File: config.mk
export PLATFORM = sky130hd
export DESIGN_NAME = tach_speed_pd_motor_drive_unit_flat
export DESIGN_NICKNAME = d
export VERILOG_FILES = /design/src/hdl/tsd_pkg.sv /design/src/hdl/tsd_chan_if.sv /design/src/hdl/tach_speed_pd_motor_drive_unit.sv /design/src/flat_wrapper.sv
export SDC_FILE = /design/constraint.sdc
export NUM_CORES = 2
export LEC_CHECK = 0
export BUFFER_PORTS_ARGS = -buffer_cell sky130_fd_sc_hd__buf_2
export CAP_MARGIN = 20
export CELL_PAD_IN_SITES_DETAIL_PLACEMENT = 1
export CELL_PAD_IN_SITES_GLOBAL_PLACEMENT = 2
export CORE_MARGIN = 3
export CORE_UTILIZATION = 43
export CTS_CLUSTER_SIZE = 24
export DETAILED_ROUTE_END_ITERATION = 16
export GPL_TIMING_DRIVEN = 0
export PLACE_DENSITY_LB_ADDON = 0.1
export SYNTH_ARGS = -nofsm -noshare
export SYNTH_HDL_FRONTEND = slang
export SYNTH_SLANG_ARGS = --single-unit
export TNS_END_PERCENT = 50
File: constraint.sdc
create_clock -name clk -period 9.3 [get_ports clk]
set_input_delay 0.465 -clock clk [delete_from_list [all_inputs] [get_ports clk]]
set_output_delay 0.465 -clock clk [all_outputs]
set_load 0.1 [all_outputs]
File: src/hdl/tsd_pkg.sv
// Shared constants, codes and types of the tach speed / PD motor drive block.
// No dependencies; used by the channel interfaces and the top level.
package tsd_pkg;

  // Channel count and timer width
  localparam int CHANNELS   = 4;
  localparam int TIMER_BITS = 8;
  localparam int CH_IDX_W   = (CHANNELS > 1) ? $clog2(CHANNELS) : 1;

  // Field widths
  localparam int ACTION_W   = 2;
  localparam int CHAN_W     = 2;
  localparam int BYTE_W     = 8;
  localparam int ELAP_W     = 24;
  localparam int SPEED_W    = 24;
  localparam int SLOPE_W    = 32;
  localparam int POS_W      = 24;
  localparam int SETP_W     = 15;
  localparam int DRIVE_W    = 8;
  localparam int CUT_W      = 16;
  localparam int NUM_W      = 24;

  // Config port
  localparam int CFG_IDX_W  = 2;
  localparam int CFG_DATA_W = 24;

  // Shared divider: 32-bit dividend, 24-bit divisor
  localparam int DIV_W      = 32;
  localparam int CNT_W      = $clog2(DIV_W);
  localparam int SPD_STEPS  = NUM_W;
  localparam int SLP_STEPS  = DIV_W;

  // Control accumulator: error * 512 minus slope
  localparam int ACC_W      = 36;
  localparam int GAIN_SHIFT = 9;
  localparam int DRV_SHIFT  = 4;

  // Reset values
  localparam logic [CUT_W-1:0]   CUTOFF_RST    = 16'd215;
  localparam logic [NUM_W-1:0]   NUMERATOR_RST = 24'd2142500;
  localparam logic [DRIVE_W-1:0] DRIVE_MIN_RST = 8'd63;
  localparam logic [DRIVE_W-1:0] DRIVE_MAX_RST = 8'd156;
  localparam logic [POS_W-1:0]   POSITION_RST  = 24'd1000;
  localparam logic [SETP_W-1:0]  SETPOINT_RST  = 15'd900;
  localparam logic [SETP_W-1:0]  SETP_SCALE    = 15'd100;

  // Input actions
  typedef enum logic [ACTION_W-1:0] {
    ACT_TICK     = 2'd0,
    ACT_EDGE     = 2'd1,
    ACT_SETPOINT = 2'd2,
    ACT_CONTROL  = 2'd3
  } action_t;

  // Config register indexes
  typedef enum logic [CFG_IDX_W-1:0] {
    REG_CUTOFF    = 2'd0,
    REG_NUMERATOR = 2'd1,
    REG_DRIVE_MIN = 2'd2,
    REG_DRIVE_MAX = 2'd3
  } reg_index_t;

  // Sequencer states
  typedef enum logic [3:0] {
    ST_IDLE,
    ST_DECODE,
    ST_EDGE_CHK,
    ST_DIV_SPD,
    ST_SPD_FIN,
    ST_DIV_SLP,
    ST_SLP_FIN,
    ST_CTL_SUB,
    ST_CTL_RND,
    ST_CTL_POS,
    ST_CTL_DRV,
    ST_DONE
  } state_t;

endpackage

File: src/hdl/tsd_chan_if.sv
// Valid/ready channel interfaces: command words, result words, config writes.
// Depends on tsd_pkg for field widths.

interface tsd_cmd_if;
  logic                          valid;
  logic                          ready;
  logic [tsd_pkg::ACTION_W-1:0]  action;
  logic [tsd_pkg::CHAN_W-1:0]    channel;
  logic [tsd_pkg::BYTE_W-1:0]    timer_value;
  logic [tsd_pkg::BYTE_W-1:0]    setpoint_high;
  logic [tsd_pkg::BYTE_W-1:0]    setpoint_low;

  modport source (output valid, action, channel, timer_value, setpoint_high, setpoint_low,
                  input ready);
  modport sink   (input valid, action, channel, timer_value, setpoint_high, setpoint_low,
                  output ready);
endinterface

interface tsd_rsp_if;
  logic                          valid;
  logic                          ready;
  logic [tsd_pkg::CHAN_W-1:0]    out_channel;
  logic                          edge_accepted;
  logic [tsd_pkg::SPEED_W-1:0]   speed;
  logic [tsd_pkg::DRIVE_W-1:0]   drive;

  modport source (output valid, out_channel, edge_accepted, speed, drive, input ready);
  modport sink   (input valid, out_channel, edge_accepted, speed, drive, output ready);
endinterface

interface tsd_cfg_if;
  logic                           valid;
  logic                           ready;
  logic [tsd_pkg::CFG_IDX_W-1:0]  index;
  logic [tsd_pkg::CFG_DATA_W-1:0] data;

  modport source (output valid, index, data, input ready);
  modport sink   (input valid, index, data, output ready);
endinterface

File: src/hdl/tach_speed_pd_motor_drive_unit.sv
// Top level of the four-channel tach speed meter and PD drive regulator.
// Depends on tsd_pkg and the channel interfaces in tsd_chan_if.sv.
//
// Usage:
//   cmd  : one command word per item (timer wrap tick, tach edge, setpoint
//          write, control step) addressed to a motor channel.
//   rsp  : exactly one result word per command: channel, edge flag, the
//          channel's speed and drive after the command.
//   cfg  : register writes (cutoff, speed numerator, drive min/max), always
//          ready; write only while no command is in flight.
// Timing: one command is worked on at a time; cmd.ready is high only while
//   the sequencer is idle. Tick and setpoint go from DECODE to DONE, a
//   rejected edge also passes EDGE_CHK, and a control step passes CTL_SUB,
//   CTL_RND, CTL_POS and CTL_DRV. An accepted tach edge costs most; the edge
//   cost is set by the shared restoring divider, which retires one quotient
//   bit per cycle: 24 steps for the speed and 32 for the Q8 slope.
// Stall: the result sits in an output register; a new command is taken
//   while it waits, and that command's result holds in the last state
//   until the register frees.
// Reset (rst, synchronous): registers return to their defaults, all channel
//   state clears (position 1000, setpoint 900), no result is pending.

module tach_speed_pd_motor_drive_unit (
  input  logic      clk,
  input  logic      rst,
  tsd_cmd_if.sink   cmd,
  tsd_rsp_if.source rsp,
  tsd_cfg_if.sink   cfg
);

  // Config registers
  logic [tsd_pkg::CUT_W-1:0]   cutoff_ticks;
  logic [tsd_pkg::NUM_W-1:0]   speed_numerator;
  logic [tsd_pkg::DRIVE_W-1:0] drive_min;
  logic [tsd_pkg::DRIVE_W-1:0] drive_max;

  // Per-channel state
  logic [tsd_pkg::ELAP_W-1:0]       elapsed_count  [tsd_pkg::CHANNELS];
  logic [tsd_pkg::TIMER_BITS-1:0]   edge_start     [tsd_pkg::CHANNELS];
  logic [tsd_pkg::SPEED_W-1:0]      speed_store    [tsd_pkg::CHANNELS];
  logic signed [tsd_pkg::SLOPE_W-1:0] slope_store  [tsd_pkg::CHANNELS];
  logic signed [tsd_pkg::POS_W-1:0] position_store [tsd_pkg::CHANNELS];
  logic [tsd_pkg::SETP_W-1:0]       setpoint_store [tsd_pkg::CHANNELS];
  logic [tsd_pkg::DRIVE_W-1:0]      drive_store    [tsd_pkg::CHANNELS];

  // Sequencer
  tsd_pkg::state_t state, state_next;

  // Latched command word
  tsd_pkg::action_t               act_r;
  logic [tsd_pkg::CHAN_W-1:0]     ch_r;
  logic [tsd_pkg::TIMER_BITS-1:0] tv_r;
  logic [tsd_pkg::BYTE_W-1:0]     sp_hi_r;
  logic [tsd_pkg::BYTE_W-1:0]     sp_lo_r;

  // Working registers
  logic [tsd_pkg::ELAP_W-1:0]        el_r;
  logic [tsd_pkg::SPEED_W-1:0]       sp_r;
  logic                              neg_r;
  logic [tsd_pkg::ELAP_W-1:0]        rem_r;
  logic [tsd_pkg::DIV_W-1:0]         dq_r;
  logic [tsd_pkg::CNT_W-1:0]         cnt_r;
  logic signed [tsd_pkg::ACC_W-1:0]  acc_r;
  logic signed [tsd_pkg::POS_W-1:0]  pos_r;
  logic                              edge_ok_r;

  // Result register
  logic                        out_valid;
  logic [tsd_pkg::CHAN_W-1:0]  out_chan;
  logic                        out_edge;
  logic [tsd_pkg::SPEED_W-1:0] out_speed;
  logic [tsd_pkg::DRIVE_W-1:0] out_drive;

  // Control strobes
  logic cmd_take;
  logic out_load;

  logic                         ch_ok;
  logic [tsd_pkg::CH_IDX_W-1:0] ci;

  assign ch_ok = (int'(ch_r) < tsd_pkg::CHANNELS);
  assign ci    = tsd_pkg::CH_IDX_W'(ch_r);

  // ---------------- config port ----------------
  assign cfg.ready = 1'b1;

  always_ff @(posedge clk) begin
    if (rst) begin
      cutoff_ticks    <= tsd_pkg::CUTOFF_RST;
      speed_numerator <= tsd_pkg::NUMERATOR_RST;
      drive_min       <= tsd_pkg::DRIVE_MIN_RST;
      drive_max       <= tsd_pkg::DRIVE_MAX_RST;
    end else if (cfg.valid) begin
      case (tsd_pkg::reg_index_t'(cfg.index))
        tsd_pkg::REG_CUTOFF:    cutoff_ticks    <= cfg.data[tsd_pkg::CUT_W-1:0];
        tsd_pkg::REG_NUMERATOR: speed_numerator <= cfg.data[tsd_pkg::NUM_W-1:0];
        tsd_pkg::REG_DRIVE_MIN: drive_min       <= cfg.data[tsd_pkg::DRIVE_W-1:0];
        tsd_pkg::REG_DRIVE_MAX: drive_max       <= cfg.data[tsd_pkg::DRIVE_W-1:0];
        default: ;
      endcase
    end
  end

  // ---------------- shared divider step ----------------
  // Restoring divide, one quotient bit per cycle; divisor is el_r.
  logic [tsd_pkg::ELAP_W:0]   rem_sh;
  logic [tsd_pkg::ELAP_W:0]   rem_trial;
  logic                       q_bit;
  logic [tsd_pkg::ELAP_W-1:0] rem_step;
  logic [tsd_pkg::DIV_W-1:0]  dq_step;

  always_comb begin
    rem_sh    = {rem_r, dq_r[tsd_pkg::DIV_W-1]};
    rem_trial = rem_sh - {1'b0, el_r};
    q_bit     = (rem_sh >= {1'b0, el_r});
    rem_step  = q_bit ? rem_trial[tsd_pkg::ELAP_W-1:0] : rem_sh[tsd_pkg::ELAP_W-1:0];
    dq_step   = {dq_r[tsd_pkg::DIV_W-2:0], q_bit};
  end

  // ---------------- elapsed at a tach edge ----------------
  // count + timer - start, clipped to [0, 2^24-1]
  logic [tsd_pkg::ELAP_W+1:0] e_sum;
  logic [tsd_pkg::ELAP_W-1:0] el_sat;

  always_comb begin
    e_sum = {2'b00, elapsed_count[ci]}
          + (tsd_pkg::ELAP_W+2)'(tv_r)
          - (tsd_pkg::ELAP_W+2)'(edge_start[ci]);
    if (e_sum[tsd_pkg::ELAP_W+1])     el_sat = '0;
    else if (e_sum[tsd_pkg::ELAP_W])  el_sat = '1;
    else                              el_sat = e_sum[tsd_pkg::ELAP_W-1:0];
  end

  // ---------------- timer wrap tick ----------------
  logic [tsd_pkg::ELAP_W:0]   tick_sum [tsd_pkg::CHANNELS];
  logic [tsd_pkg::ELAP_W-1:0] tick_sat [tsd_pkg::CHANNELS];

  always_comb begin
    for (int i = 0; i < tsd_pkg::CHANNELS; i++) begin
      tick_sum[i] = {1'b0, elapsed_count[i]}
                  + ((tsd_pkg::ELAP_W+1)'(1) << tsd_pkg::TIMER_BITS);
      tick_sat[i] = tick_sum[i][tsd_pkg::ELAP_W] ? '1 : tick_sum[i][tsd_pkg::ELAP_W-1:0];
    end
  end

  // ---------------- slope prep and finish ----------------
  logic [tsd_pkg::SPEED_W:0]         sp_diff;
  logic [tsd_pkg::SPEED_W:0]         sp_mag;
  logic [tsd_pkg::SLOPE_W-1:0]       slope_sat;
  localparam logic [tsd_pkg::SLOPE_W-1:0] SLOPE_MIN_MAG = {1'b1, {(tsd_pkg::SLOPE_W-1){1'b0}}};

  always_comb begin
    sp_diff = {1'b0, dq_r[tsd_pkg::SPEED_W-1:0]} - {1'b0, speed_store[ci]};
    sp_mag  = sp_diff[tsd_pkg::SPEED_W] ? (~sp_diff + 1'b1) : sp_diff;
    // quotient magnitude in dq_r; clip into signed 32 bits
    if (!neg_r) begin
      slope_sat = dq_r[tsd_pkg::DIV_W-1] ? ~SLOPE_MIN_MAG : dq_r;
    end else begin
      slope_sat = (dq_r > SLOPE_MIN_MAG) ? SLOPE_MIN_MAG : (~dq_r + 1'b1);
    end
  end

  // ---------------- control step arithmetic ----------------
  logic signed [tsd_pkg::ELAP_W+1:0] err;
  logic signed [tsd_pkg::ACC_W-1:0]  acc_rnd;
  logic signed [tsd_pkg::ACC_W-1:0]  pos_sum;
  logic signed [tsd_pkg::POS_W-1:0]  pos_sat;
  logic signed [tsd_pkg::POS_W-1:0]  pos_rnd;
  logic signed [tsd_pkg::POS_W-1:0]  d_raw;
  logic signed [tsd_pkg::POS_W-1:0]  d_lo;
  logic signed [tsd_pkg::POS_W-1:0]  d_min_s;
  logic signed [tsd_pkg::POS_W-1:0]  d_max_s;
  logic [tsd_pkg::DRIVE_W-1:0]       drive_new;
  localparam logic signed [tsd_pkg::ACC_W-1:0] POS_HI = (tsd_pkg::ACC_W)'(8388607);
  localparam logic signed [tsd_pkg::ACC_W-1:0] POS_LO = -(tsd_pkg::ACC_W)'(8388608);

  always_comb begin
    err = $signed((tsd_pkg::ELAP_W+2)'(setpoint_store[ci]))
        - $signed({2'b00, speed_store[ci]});
    // truncate toward zero on the divide by 512
    acc_rnd = acc_r + (acc_r[tsd_pkg::ACC_W-1] ?
                       (tsd_pkg::ACC_W)'(511) : (tsd_pkg::ACC_W)'(0));
    pos_sum = {{(tsd_pkg::ACC_W-tsd_pkg::POS_W){position_store[ci][tsd_pkg::POS_W-1]}},
               position_store[ci]} + acc_r;
    if (pos_sum > POS_HI)      pos_sat = POS_HI[tsd_pkg::POS_W-1:0];
    else if (pos_sum < POS_LO) pos_sat = POS_LO[tsd_pkg::POS_W-1:0];
    else                       pos_sat = pos_sum[tsd_pkg::POS_W-1:0];
    // position / 16 toward zero, then clamp low, then high
    pos_rnd = pos_r + (pos_r[tsd_pkg::POS_W-1] ?
                       (tsd_pkg::POS_W)'(15) : (tsd_pkg::POS_W)'(0));
    d_raw   = pos_rnd >>> tsd_pkg::DRV_SHIFT;
    d_min_s = $signed((tsd_pkg::POS_W)'(drive_min));
    d_max_s = $signed((tsd_pkg::POS_W)'(drive_max));
    d_lo    = (d_raw < d_min_s) ? d_min_s : d_raw;
    drive_new = (d_lo > d_max_s) ? drive_max : d_lo[tsd_pkg::DRIVE_W-1:0];
  end

  // ---------------- next state ----------------
  always_comb begin
    state_next = state;
    case (state)
      tsd_pkg::ST_IDLE:     if (cmd.valid) state_next = tsd_pkg::ST_DECODE;
      tsd_pkg::ST_DECODE: begin
        if (act_r == tsd_pkg::ACT_EDGE && ch_ok)         state_next = tsd_pkg::ST_EDGE_CHK;
        else if (act_r == tsd_pkg::ACT_CONTROL && ch_ok) state_next = tsd_pkg::ST_CTL_SUB;
        else                                             state_next = tsd_pkg::ST_DONE;
      end
      tsd_pkg::ST_EDGE_CHK: begin
        if (el_r == '0 || el_r < tsd_pkg::ELAP_W'(cutoff_ticks))
          state_next = tsd_pkg::ST_DONE;
        else
          state_next = tsd_pkg::ST_DIV_SPD;
      end
      tsd_pkg::ST_DIV_SPD:  if (cnt_r == '0) state_next = tsd_pkg::ST_SPD_FIN;
      tsd_pkg::ST_SPD_FIN:  state_next = tsd_pkg::ST_DIV_SLP;
      tsd_pkg::ST_DIV_SLP:  if (cnt_r == '0) state_next = tsd_pkg::ST_SLP_FIN;
      tsd_pkg::ST_SLP_FIN:  state_next = tsd_pkg::ST_DONE;
      tsd_pkg::ST_CTL_SUB:  state_next = tsd_pkg::ST_CTL_RND;
      tsd_pkg::ST_CTL_RND:  state_next = tsd_pkg::ST_CTL_POS;
      tsd_pkg::ST_CTL_POS:  state_next = tsd_pkg::ST_CTL_DRV;
      tsd_pkg::ST_CTL_DRV:  state_next = tsd_pkg::ST_DONE;
      tsd_pkg::ST_DONE:     if (out_load) state_next = tsd_pkg::ST_IDLE;
      default:              state_next = tsd_pkg::ST_IDLE;
    endcase
  end

  // ---------------- sequencer outputs ----------------
  always_comb begin
    cmd.ready = (state == tsd_pkg::ST_IDLE);
    cmd_take  = cmd.valid && (state == tsd_pkg::ST_IDLE);
    out_load  = (state == tsd_pkg::ST_DONE) && (!out_valid || rsp.ready);
  end

  always_ff @(posedge clk) begin
    if (rst) state <= tsd_pkg::ST_IDLE;
    else     state <= state_next;
  end

  // ---------------- command latch ----------------
  always_ff @(posedge clk) begin
    if (cmd_take) begin
      act_r   <= tsd_pkg::action_t'(cmd.action);
      ch_r    <= cmd.channel;
      tv_r    <= tsd_pkg::TIMER_BITS'(cmd.timer_value);
      sp_hi_r <= cmd.setpoint_high;
      sp_lo_r <= cmd.setpoint_low;
    end
  end

  // ---------------- working registers ----------------
  always_ff @(posedge clk) begin
    case (state)
      tsd_pkg::ST_DECODE: begin
        edge_ok_r <= 1'b0;
        el_r      <= el_sat;
        acc_r     <= $signed((tsd_pkg::ACC_W)'(err)) <<< tsd_pkg::GAIN_SHIFT;
      end
      tsd_pkg::ST_EDGE_CHK: begin
        rem_r <= '0;
        dq_r  <= {speed_numerator, (tsd_pkg::DIV_W-tsd_pkg::NUM_W)'(0)};
        cnt_r <= tsd_pkg::CNT_W'(tsd_pkg::SPD_STEPS - 1);
      end
      tsd_pkg::ST_DIV_SPD, tsd_pkg::ST_DIV_SLP: begin
        rem_r <= rem_step;
        dq_r  <= dq_step;
        cnt_r <= cnt_r - 1'b1;
      end
      tsd_pkg::ST_SPD_FIN: begin
        sp_r  <= dq_r[tsd_pkg::SPEED_W-1:0];
        neg_r <= sp_diff[tsd_pkg::SPEED_W];
        rem_r <= '0;
        dq_r  <= {sp_mag[tsd_pkg::SPEED_W-1:0], (tsd_pkg::DIV_W-tsd_pkg::SPEED_W)'(0)};
        cnt_r <= tsd_pkg::CNT_W'(tsd_pkg::SLP_STEPS - 1);
      end
      tsd_pkg::ST_SLP_FIN: edge_ok_r <= 1'b1;
      tsd_pkg::ST_CTL_SUB: begin
        acc_r <= acc_r - {{(tsd_pkg::ACC_W-tsd_pkg::SLOPE_W){slope_store[ci][tsd_pkg::SLOPE_W-1]}},
                          slope_store[ci]};
      end
      tsd_pkg::ST_CTL_RND: acc_r <= acc_rnd >>> tsd_pkg::GAIN_SHIFT;
      tsd_pkg::ST_CTL_POS: pos_r <= pos_sat;
      default: ;
    endcase
  end

  // ---------------- channel state updates ----------------
  always_ff @(posedge clk) begin
    if (rst) begin
      for (int i = 0; i < tsd_pkg::CHANNELS; i++) begin
        elapsed_count[i]  <= '0;
        edge_start[i]     <= '0;
        speed_store[i]    <= '0;
        slope_store[i]    <= '0;
        position_store[i] <= tsd_pkg::POSITION_RST;
        setpoint_store[i] <= tsd_pkg::SETPOINT_RST;
        drive_store[i]    <= '0;
      end
    end else begin
      case (state)
        tsd_pkg::ST_DECODE: begin
          if (act_r == tsd_pkg::ACT_TICK) begin
            for (int i = 0; i < tsd_pkg::CHANNELS; i++) elapsed_count[i] <= tick_sat[i];
          end else if (act_r == tsd_pkg::ACT_SETPOINT && ch_ok) begin
            setpoint_store[ci] <= tsd_pkg::SETP_W'(sp_hi_r) * tsd_pkg::SETP_SCALE
                                + tsd_pkg::SETP_W'(sp_lo_r);
          end
        end
        tsd_pkg::ST_SLP_FIN: begin
          speed_store[ci]   <= sp_r;
          slope_store[ci]   <= slope_sat;
          elapsed_count[ci] <= '0;
          edge_start[ci]    <= tv_r;
        end
        tsd_pkg::ST_CTL_POS: position_store[ci] <= pos_sat;
        tsd_pkg::ST_CTL_DRV: drive_store[ci]    <= drive_new;
        default: ;
      endcase
    end
  end

  // ---------------- result register ----------------
  always_ff @(posedge clk) begin
    if (rst)               out_valid <= 1'b0;
    else if (out_load)     out_valid <= 1'b1;
    else if (rsp.ready)    out_valid <= 1'b0;
  end

  always_ff @(posedge clk) begin
    if (out_load) begin
      out_chan  <= ch_r;
      out_edge  <= edge_ok_r;
      out_speed <= ch_ok ? speed_store[ci] : '0;
      out_drive <= ch_ok ? drive_store[ci] : '0;
    end
  end

  assign rsp.valid         = out_valid;
  assign rsp.out_channel   = out_chan;
  assign rsp.edge_accepted = out_edge;
  assign rsp.speed         = out_speed;
  assign rsp.drive         = out_drive;

  // ---------------- assertions ----------------
  // Partial remainder stays below the divisor while dividing.
  a_div_rem: assert property (@(posedge clk) disable iff (rst)
    (state == tsd_pkg::ST_DIV_SPD || state == tsd_pkg::ST_DIV_SLP) |-> (rem_r < el_r))
    else $error("divider remainder not below divisor");

  // Edge flag is only ever reported for a tach edge command.
  a_edge_flag: assert property (@(posedge clk) disable iff (rst)
    (out_load && edge_ok_r) |-> (act_r == tsd_pkg::ACT_EDGE))
    else $error("edge flag set for a non-edge command");

  // With sane clamps the stored drive lands inside them.
  a_drive_clamp: assert property (@(posedge clk) disable iff (rst)
    (state == tsd_pkg::ST_CTL_DRV && drive_min <= drive_max) |=>
      (drive_store[ci] >= drive_min && drive_store[ci] <= drive_max))
    else $error("drive outside clamp range");

endmodule
File: src/flat_wrapper.sv
// flat-port wrapper written by rule: the top's interface ports become plain ports
module tach_speed_pd_motor_drive_unit_flat 
  (clk, rst, cmd_valid, cmd_action, cmd_channel, cmd_timer_value, cmd_setpoint_high, cmd_setpoint_low, cmd_ready, rsp_valid, rsp_out_channel, rsp_edge_accepted, rsp_speed, rsp_drive, rsp_ready, cfg_valid, cfg_index, cfg_data, cfg_ready);
  tsd_cmd_if cmd_i ();
  tsd_rsp_if rsp_i ();
  tsd_cfg_if cfg_i ();
  input  logic clk;
  input  logic rst;
  input wire logic [$bits(cmd_i.valid)-1:0] cmd_valid;
  input wire logic [$bits(cmd_i.action)-1:0] cmd_action;
  input wire logic [$bits(cmd_i.channel)-1:0] cmd_channel;
  input wire logic [$bits(cmd_i.timer_value)-1:0] cmd_timer_value;
  input wire logic [$bits(cmd_i.setpoint_high)-1:0] cmd_setpoint_high;
  input wire logic [$bits(cmd_i.setpoint_low)-1:0] cmd_setpoint_low;
  output wire logic [$bits(cmd_i.ready)-1:0] cmd_ready;
  output wire logic [$bits(rsp_i.valid)-1:0] rsp_valid;
  output wire logic [$bits(rsp_i.out_channel)-1:0] rsp_out_channel;
  output wire logic [$bits(rsp_i.edge_accepted)-1:0] rsp_edge_accepted;
  output wire logic [$bits(rsp_i.speed)-1:0] rsp_speed;
  output wire logic [$bits(rsp_i.drive)-1:0] rsp_drive;
  input wire logic [$bits(rsp_i.ready)-1:0] rsp_ready;
  input wire logic [$bits(cfg_i.valid)-1:0] cfg_valid;
  input wire logic [$bits(cfg_i.index)-1:0] cfg_index;
  input wire logic [$bits(cfg_i.data)-1:0] cfg_data;
  output wire logic [$bits(cfg_i.ready)-1:0] cfg_ready;
  assign cmd_i.valid = cmd_valid;
  assign cmd_i.action = cmd_action;
  assign cmd_i.channel = cmd_channel;
  assign cmd_i.timer_value = cmd_timer_value;
  assign cmd_i.setpoint_high = cmd_setpoint_high;
  assign cmd_i.setpoint_low = cmd_setpoint_low;
  assign cmd_ready = cmd_i.ready;
  assign rsp_valid = rsp_i.valid;
  assign rsp_out_channel = rsp_i.out_channel;
  assign rsp_edge_accepted = rsp_i.edge_accepted;
  assign rsp_speed = rsp_i.speed;
  assign rsp_drive = rsp_i.drive;
  assign rsp_i.ready = rsp_ready;
  assign cfg_i.valid = cfg_valid;
  assign cfg_i.index = cfg_index;
  assign cfg_i.data = cfg_data;
  assign cfg_ready = cfg_i.ready;
  tach_speed_pd_motor_drive_unit u_core (.clk(clk), .rst(rst), .cmd(cmd_i), .rsp(rsp_i), .cfg(cfg_i));
endmodule
== After elaboration in Yosys (flattened, before gate mapping) ==
Memories as Yosys holds them, arrays and structs flattened. A register that Yosys moved wholly into a read port is not among the register bits.
Cells that the tools add are included.

* Register bits: 287
* Latch bits: 0
* Memory bits (writable): 540
* ROM bits: 0
* Bits of input ports: 59
* Logic and storage cells: 194
* Memories: 7

{| class="wikitable"
|+ Memory list
! memory !! depth !! width !! read ports !! clocked after memory_dff !! wr ports !! line !! RTL
|-
| u_core.slope_store || 4 || 32 || 1 || 1 || 4 || tach_speed_pd_motor_drive_unit.sv:41 || <nowiki>logic signed [tsd_pkg::SLOPE_W-1:0] slope_store [tsd_pkg::CHANNELS];</nowiki>
|-
| u_core.elapsed_count || 4 || 24 || 5 || 1 || 4 || tach_speed_pd_motor_drive_unit.sv:38 || <nowiki>logic [tsd_pkg::ELAP_W-1:0] elapsed_count [tsd_pkg::CHANNELS];</nowiki>
|-
| u_core.position_store || 4 || 24 || 1 || 1 || 4 || tach_speed_pd_motor_drive_unit.sv:42 || <nowiki>logic signed [tsd_pkg::POS_W-1:0] position_store [tsd_pkg::CHANNELS];</nowiki>
|-
| u_core.speed_store || 4 || 24 || 1 || 1 || 4 || tach_speed_pd_motor_drive_unit.sv:40 || <nowiki>logic [tsd_pkg::SPEED_W-1:0] speed_store [tsd_pkg::CHANNELS];</nowiki>
|-
| u_core.setpoint_store || 4 || 15 || 1 || 1 || 4 || tach_speed_pd_motor_drive_unit.sv:43 || <nowiki>logic [tsd_pkg::SETP_W-1:0] setpoint_store [tsd_pkg::CHANNELS];</nowiki>
|-
| u_core.drive_store || 4 || 8 || 1 || 1 || 4 || tach_speed_pd_motor_drive_unit.sv:44 || <nowiki>logic [tsd_pkg::DRIVE_W-1:0] drive_store [tsd_pkg::CHANNELS];</nowiki>
|-
| +1 memories || n/a || n/a || n/a || n/a || n/a || n/a ||
|}

* $add $sub $neg: 17
* $mul: 1
* Divide/modulo/power cells: 0
* $lt $le $gt $ge: 7
* Eq/ne operators: 21
* Shifts and indexed selects: 0
* Multiplexer cells: 82
* Bitwise gates (word level): 6
* Reductions and logical operators: 30

{| class="wikitable"
|+ Operator list
! operator !! number
|-
| $mux 24 || 17
|-
| $pmux 36 s3 || 1
|-
| $add 24x9->25 const B || 4
|-
| $mux 32 || 3
|-
| $pmux 32 s3 || 1
|-
| $add 36x36->36 || 2
|-
| $reduce_or 24->1 || 3
|-
| $pmux 24 s2 || 1
|-
| $pmux 4 s11 || 1
|-
| $gt 36x24->1 const B || 1
|-
| $lt 36x24->1 const B || 1
|-
| $sub 36x36->36 || 1
|-
| $add 32x1->32 const B || 1
|-
| $gt 32x32->1 const B || 1
|-
| $mux 4 || 8
|-
| $not 32->32 || 1
|-
| $reduce_or 32->1 || 1
|-
| $mux 31 || 1
|-
| $mux 1 || 29
|-
| $mux 2 || 13
|-
| $sub 26x8->26 || 1
|-
| $add 24x8->25 || 1
|-
| $ge 25x24->1 || 1
|-
| $sub 15x24->25 || 1
|-
| other kinds (39) || 69
|}

== Longest topological paths before layout ==
* Word-level depth: 8
* Gate-level depth with buffers: 30

== Worst setup path after synthesis ==
No wires, ideal clock.

* Path kind: register to register
* Start point: reg (tool-made name)
* End point: reg u_core.el_r[10] in the netlist's numbering, data pin
* Setup time: 270 ps
* Arrival time: 6382 ps
* Slack: 2648 ps
* Cell stages (with the launch flop): 22
* Period minus slack after synthesis: 6652 ps
* Path through: dfxtp_1 -> buf_4 -> buf_2 -> clkbuf_1 -> clkbuf_1 -> buf_1 -> mux4_2 -> ha_1 -> fa_1 -> ha_1 -> a21o_1 -> a21o_1 -> a21oi_1 -> o21ai_0 -> a21o_1 -> a21o_1 -> a211o_1 -> nor3_1 -> nand3_1 -> nor2b_1 -> clkbuf_1 -> a21oi_1

{| class="wikitable"
|+ RTL lines
! what !! line !! RTL
|-
| end signal: assignment || tach_speed_pd_motor_drive_unit.sv:255 || <nowiki>el_r <= el_sat;</nowiki>
|-
| end: declaration || tach_speed_pd_motor_drive_unit.sv:57 || <nowiki>logic [tsd_pkg::ELAP_W-1:0] el_r;</nowiki>
|}

==> reports/results.env <==
YOSYS.AREA.TOP_TYPE_SHARE_PCT=44.5
SYNTH-EDFF-COUNT=678
SYNTH.MOST_COMMON_CELL='sky130_fd_sc_hd__edfxtp_1'
REG2REG_SLACK_NS=0.69
PLACEMENT_ROWS=119
CTS-ROOT-BUF='sky130_fd_sc_hd__clkbuf_16'
POSTSYNTHAREAPERCELL_UM2=10.7
SYNTHTOPCELLSBYCOUNT='sky130_fd_sc_hd__edfxtp_1, sky130_fd_sc_hd__nor2_1, sky130_fd_sc_hd__nand2_1, sky130_fd_sc_hd__a21oi_1, sky130_fd_sc_hd__inv_1'
R2R_END='u_core.position_store[0][17]$_SDFFCE_PN0P_'
LIBRARY_CELL_OCCUPYING_THE_MOST_AREA_IN_THE_POST_SYNTHESIS_NETLIST='sky130_fd_sc_hd__edfxtp_1'
HPWL_MM=114
SETUP-VIOLATIONS-FINAL=0
NUMBER_OF_GLOBAL_ROUTE_VIAS_BEFORE_REPAIR=35404
CTS_BUFFER_DEPTH=3
MAX-SLEW-MARGIN-REL_PCT=24.8
ARRIVAL_NS=9.00
POST-ROUTE-MIN-PERIOD_NS=8.61
GLOBALROUTETOTALUTIL_PCT=27.2
TIMING.HOLD.WORST_ENDPOINT='u_core.tv_r[1]$_DFFE_PP_'
VIASPERCELL=5.77
SETUP.WORST_PATH.END_CLASS='register'
TIMING.CRITICAL_PATH.FROM_TYPE='register'
SYNTH-SEQ-CELLS=809
SYNTH_ASYNC_SR_FLOP_SHARE_PCT=0
CLK_LATENCY_NS=0.67
CRITICAL_PATH.MAX_FANOUT=10
CORE_UM2=105000
TIMING.CLOCK.SKEW_NS=0.0257
REG2REG_DEPTH=22
NUMBER_OF_INSTANCES_IN_THE_SYNTHESIZED_NETLIST=4264
LARGEST_NET_DEGREE_AT_THE_START_OF_GLOBAL_ROUTING=52
SYN2LAYOUT_AREA_GROWTH_PCT=13.0
SYNTHFLOPTYPE='sky130_fd_sc_hd__edfxtp_1'
HOLD_PATH.CLASS='in -> reg'
SYNTHESIS.NETS=4567
DRT_WL_TOTAL_MM=151
P_LEAK_nW=19.9
TIMING_HOLD_VIOLATIONS_FINAL=0
YOSYS.CELL_TYPES.COUNT=92
ACTUAL_SLEW_AT_THE_WORST_MAX_SLEW_PIN_NS=1.13
CRITPATHREQUIREDTIME_NS=9.69
CAP_VIOLATIONS=0
TIMING.CRITICAL_PATH.SLOWEST_CELL_DELAY_NS=0.74
CTS_NUM_SINKS=809
CLKTRANSATPATHREGS_NS=0.06
FILL_CELLS=11471
MIN_PERIOD_OVER_PERIOD_PCT=92.6
FINAL-MAX-SLEW-VIOLATION-COUNT=0
CRIT_PATH_CELL_TRACE='buf_2, buf_1, buf_8, buf_1, clkbuf_1, clkbuf_1, mux4_2, ha_1, fa_1, a211oi_2, o21ai_2, o2111a_2, nor3_2, nor4_4, o31ai_1, a21oi_1, o21ai_0, nor3b_1, a31o_2, buf_2, buf_2, a21oi_1'
GRT_SETUP_UNREPAIRED='false'
WORST_HOLD_PATH.NUM_CELLS=1
DRIVE_GT1_SHARE_PCT=10.2
SEQ_POWER_SHARE_PCT=27.7
GRT_PASS1_WL_MM=228
SWITCHING_POWER_mW=8.82
CTS_TREE='yes'
NUMPLACEDINSTANCES=5770
LAYOUT.CELLS.NON_FILLER=5964
CRIT_PATH_FREQUENT_CELL='sky130_fd_sc_hd__buf_2'
P_SW_SHARE_PCT=45.0
SHARE_CLK_OF_TOTAL_POWER_PCT=18.9
SYNTH_AREA_LEADERS='sky130_fd_sc_hd__edfxtp_1, sky130_fd_sc_hd__ha_1, sky130_fd_sc_hd__mux4_2'
FINAL_ANTENNA_NET_COUNT=0
POST_CTS.REPAIR.SETUP_BUFFERS=0
DR.PASS1.ITERS=7
GLOBALPLACE.CONGESTION=0.884
START_UTIL_PCT=43.4
SLOWEST_STAGE='sky130_fd_sc_hd__nor3b_1'
UTILIZATION_PCT=49.0
POST_SYNTHESIS_SEQUENTIAL_AREA_RATIO_PCT=50.2
WHS_NS=0.0357
DIE-AREA_UM2=110000
POWER.IR.VDD_WORST_uV=224
PWR_DENSITY_CELL_nW_PER_UM2=379
TIMING.SETUP.CRITICAL_PATH_CLASS='reg -> reg'
FINAL_NETS=4799
PLACE.PORT_BUFFERS=95
POST_SYNTH_INSTANCE_AREA_UM2=45700
DETAILROUTE.VIA_COUNT=34416
DETAIL_ROUTE.DRC_VIOLATIONS=0
WORST_HOLD_STARTPOINT='cmd_timer_value[1]'
MAX_FREQUENCY_MHz=116
P_INT_mW=10.8
GLOBAL_ROUTE.OVERFLOW_TOTAL=0
DIE_W_UM=332
STATUS='complete, no violations'
CLOCK_TREE.HTREE_LEVEL_COUNT=3
SYNTH-WARNING-COUNT=0
CTS-BUFFERS-INSERTED=91
DETAIL_ROUTE.WL_PER_CELL_UM=25.4
DIE_HEIGHT_UM=332
IOS=97
GRT_ANTENNA_BEFORE_REPAIR=9
COMB_POWER_SHARE_PCT=53.5
DRTITER0DRC=2788
==> worst max-delay path, delay by kind of cell (launching register included) <==
kind	cells	cell delay [ns]
multiplexers	1	0.43
buffers and inverters	8	3.42
adder cells (fa/ha/maj)	2	0.71
AND/OR/NAND/NOR	3	1.25
AO/OA/AOI/OAI	8	2.10
flip-flops	1	0.37
==> power by group through the flow <==
stage / combinational (mW) / sequential [mW] / clock (mW)
floorplan: 7.33 / 5.21 / 0
global placement: 10.2 / 5.51 / 0
detailed placement: 10.4 / 5.49 / 0
CTS: 10.5 / 5.42 / 3.76
global route: 11.6 / 5.48 / 3.91
finish: 10.5 / 5.42 / 3.70
==> repair_timing <==
action	in CTS	in global routing
pin swaps	0	0
setup endpoints to repair	7	71
gates resized for setup	2	0
endpoints found under the hold margin	23	0
hold buffers	23	0
==> layout by cell type, fill, tap and decap left out, types with 25 or more instances in the layout <==
cell,synthesis,layout
sky130_fd_sc_hd__a21o_1,86,86
sky130_fd_sc_hd__o21a_1,43,43
sky130_fd_sc_hd__a21oi_1,324,324
sky130_fd_sc_hd__dfxtp_1,131,131
sky130_fd_sc_hd__nand4_1,43,43
sky130_fd_sc_hd__nand3_1,81,81
sky130_fd_sc_hd__or3_1,28,28
sky130_fd_sc_hd__buf_2,16,111
sky130_fd_sc_hd__o21ai_0,170,170
sky130_fd_sc_hd__mux2i_1,42,42
sky130_fd_sc_hd__inv_1,303,303
sky130_fd_sc_hd__nor2b_1,28,27
sky130_fd_sc_hd__xnor2_1,158,158
sky130_fd_sc_hd__o21bai_1,31,25
sky130_fd_sc_hd__nor3_1,76,76
sky130_fd_sc_hd__a31oi_1,26,26
sky130_fd_sc_hd__nand2b_1,37,37
sky130_fd_sc_hd__a22oi_1,27,27
sky130_fd_sc_hd__and2_1,40,40
sky130_fd_sc_hd__xor2_1,112,112
sky130_fd_sc_hd__nand2_1,390,389
sky130_fd_sc_hd__mux4_2,128,128
sky130_fd_sc_hd__nor2_1,504,502
sky130_fd_sc_hd__clkbuf_1,138,150
sky130_fd_sc_hd__and3_1,45,45
sky130_fd_sc_hd__clkbuf_16,0,94
sky130_fd_sc_hd__edfxtp_1,678,678
sky130_fd_sc_hd__ha_1,233,233
==> final cells by class <==
type	count	area, µm²	area share, %
Clock inverter	56	592	1.15
Sequential cell	809	23000	44.5
Inverter	305	1140	2.22
Antenna cell	3	7.51	0.0145
Clock buffer	111	2420	4.67
Multi-Input combinational cell	2970	20900	40.5
Tap cell	1391	1740	3.37
Buffer	179	749	1.45
Timing Repair Buffer	140	1110	2.16
==> metal layers <==
layer  track usage, %  wire (µm)  vias to the layer above
li1                 -          -                    15986
met1             37.1      67200                    17450
met2             45.5      72700                      773
met3             3.77       7010                      197
met4             7.72       4320                       10
met5                0         69                        -
==> cell families after synthesis <==
family | count (synthesis) | share of synthesized area [%]
fa+ha+maj | 244 | 6.86
xor+xnor | 270 | 5.17
buf+inv | 485 | 4.11
mux | 174 | 7.32
flops | 809 | 50.2
simple gates | 1382 | 13.9
compound gates | 899 | 12.4
other cells | 1 | 0.00820
==> sequential cells by signal, summed over array words and instances (netlist names), 32 cells and up, named ones only <==
name	flops
u_core.acc_r	36
u_core.slope_store	128
u_core.dq_r	32
u_core.drive_store	32
u_core.edge_start	32
u_core.speed_store	96
u_core.setpoint_store	60
u_core.elapsed_count	68
u_core.position_store	96
==> stage by stage <==
stage          power (mW)  cell area [µm²]  setup WS [ns]  setup TNS (ns)
4_1_cts              19.7            51700          0.262               0
3_3_place_gp         15.7            48000          0.113               0
3_5_place_dp         15.9            48400       -0.00628         -0.0107
5_1_grt              21.0            51700          0.237               0
2_1_floorplan        12.5            45700           2.65               0
6_report             19.6            51700          0.685               0
==> worst max-delay path by stage <==
stage                  start                                    endpoint  slack (ns)
finish              register  u_core.position_store[0][17]$_SDFFCE_PN0P_        0.69
global route        register                  u_core.pos_r[10]$_DFFE_PP_        0.24
CTS                 register  u_core.position_store[0][17]$_SDFFCE_PN0P_        0.26
detailed placement  register  u_core.position_store[0][17]$_SDFFCE_PN0P_      -0.006
global placement    register                   u_core.pos_r[0]$_DFFE_PP_        0.11
floorplan           register               u_core.el_r[10]$_SDFFCE_PN0P_        2.65
No activity file was read; power rests on OpenSTA's default activity.
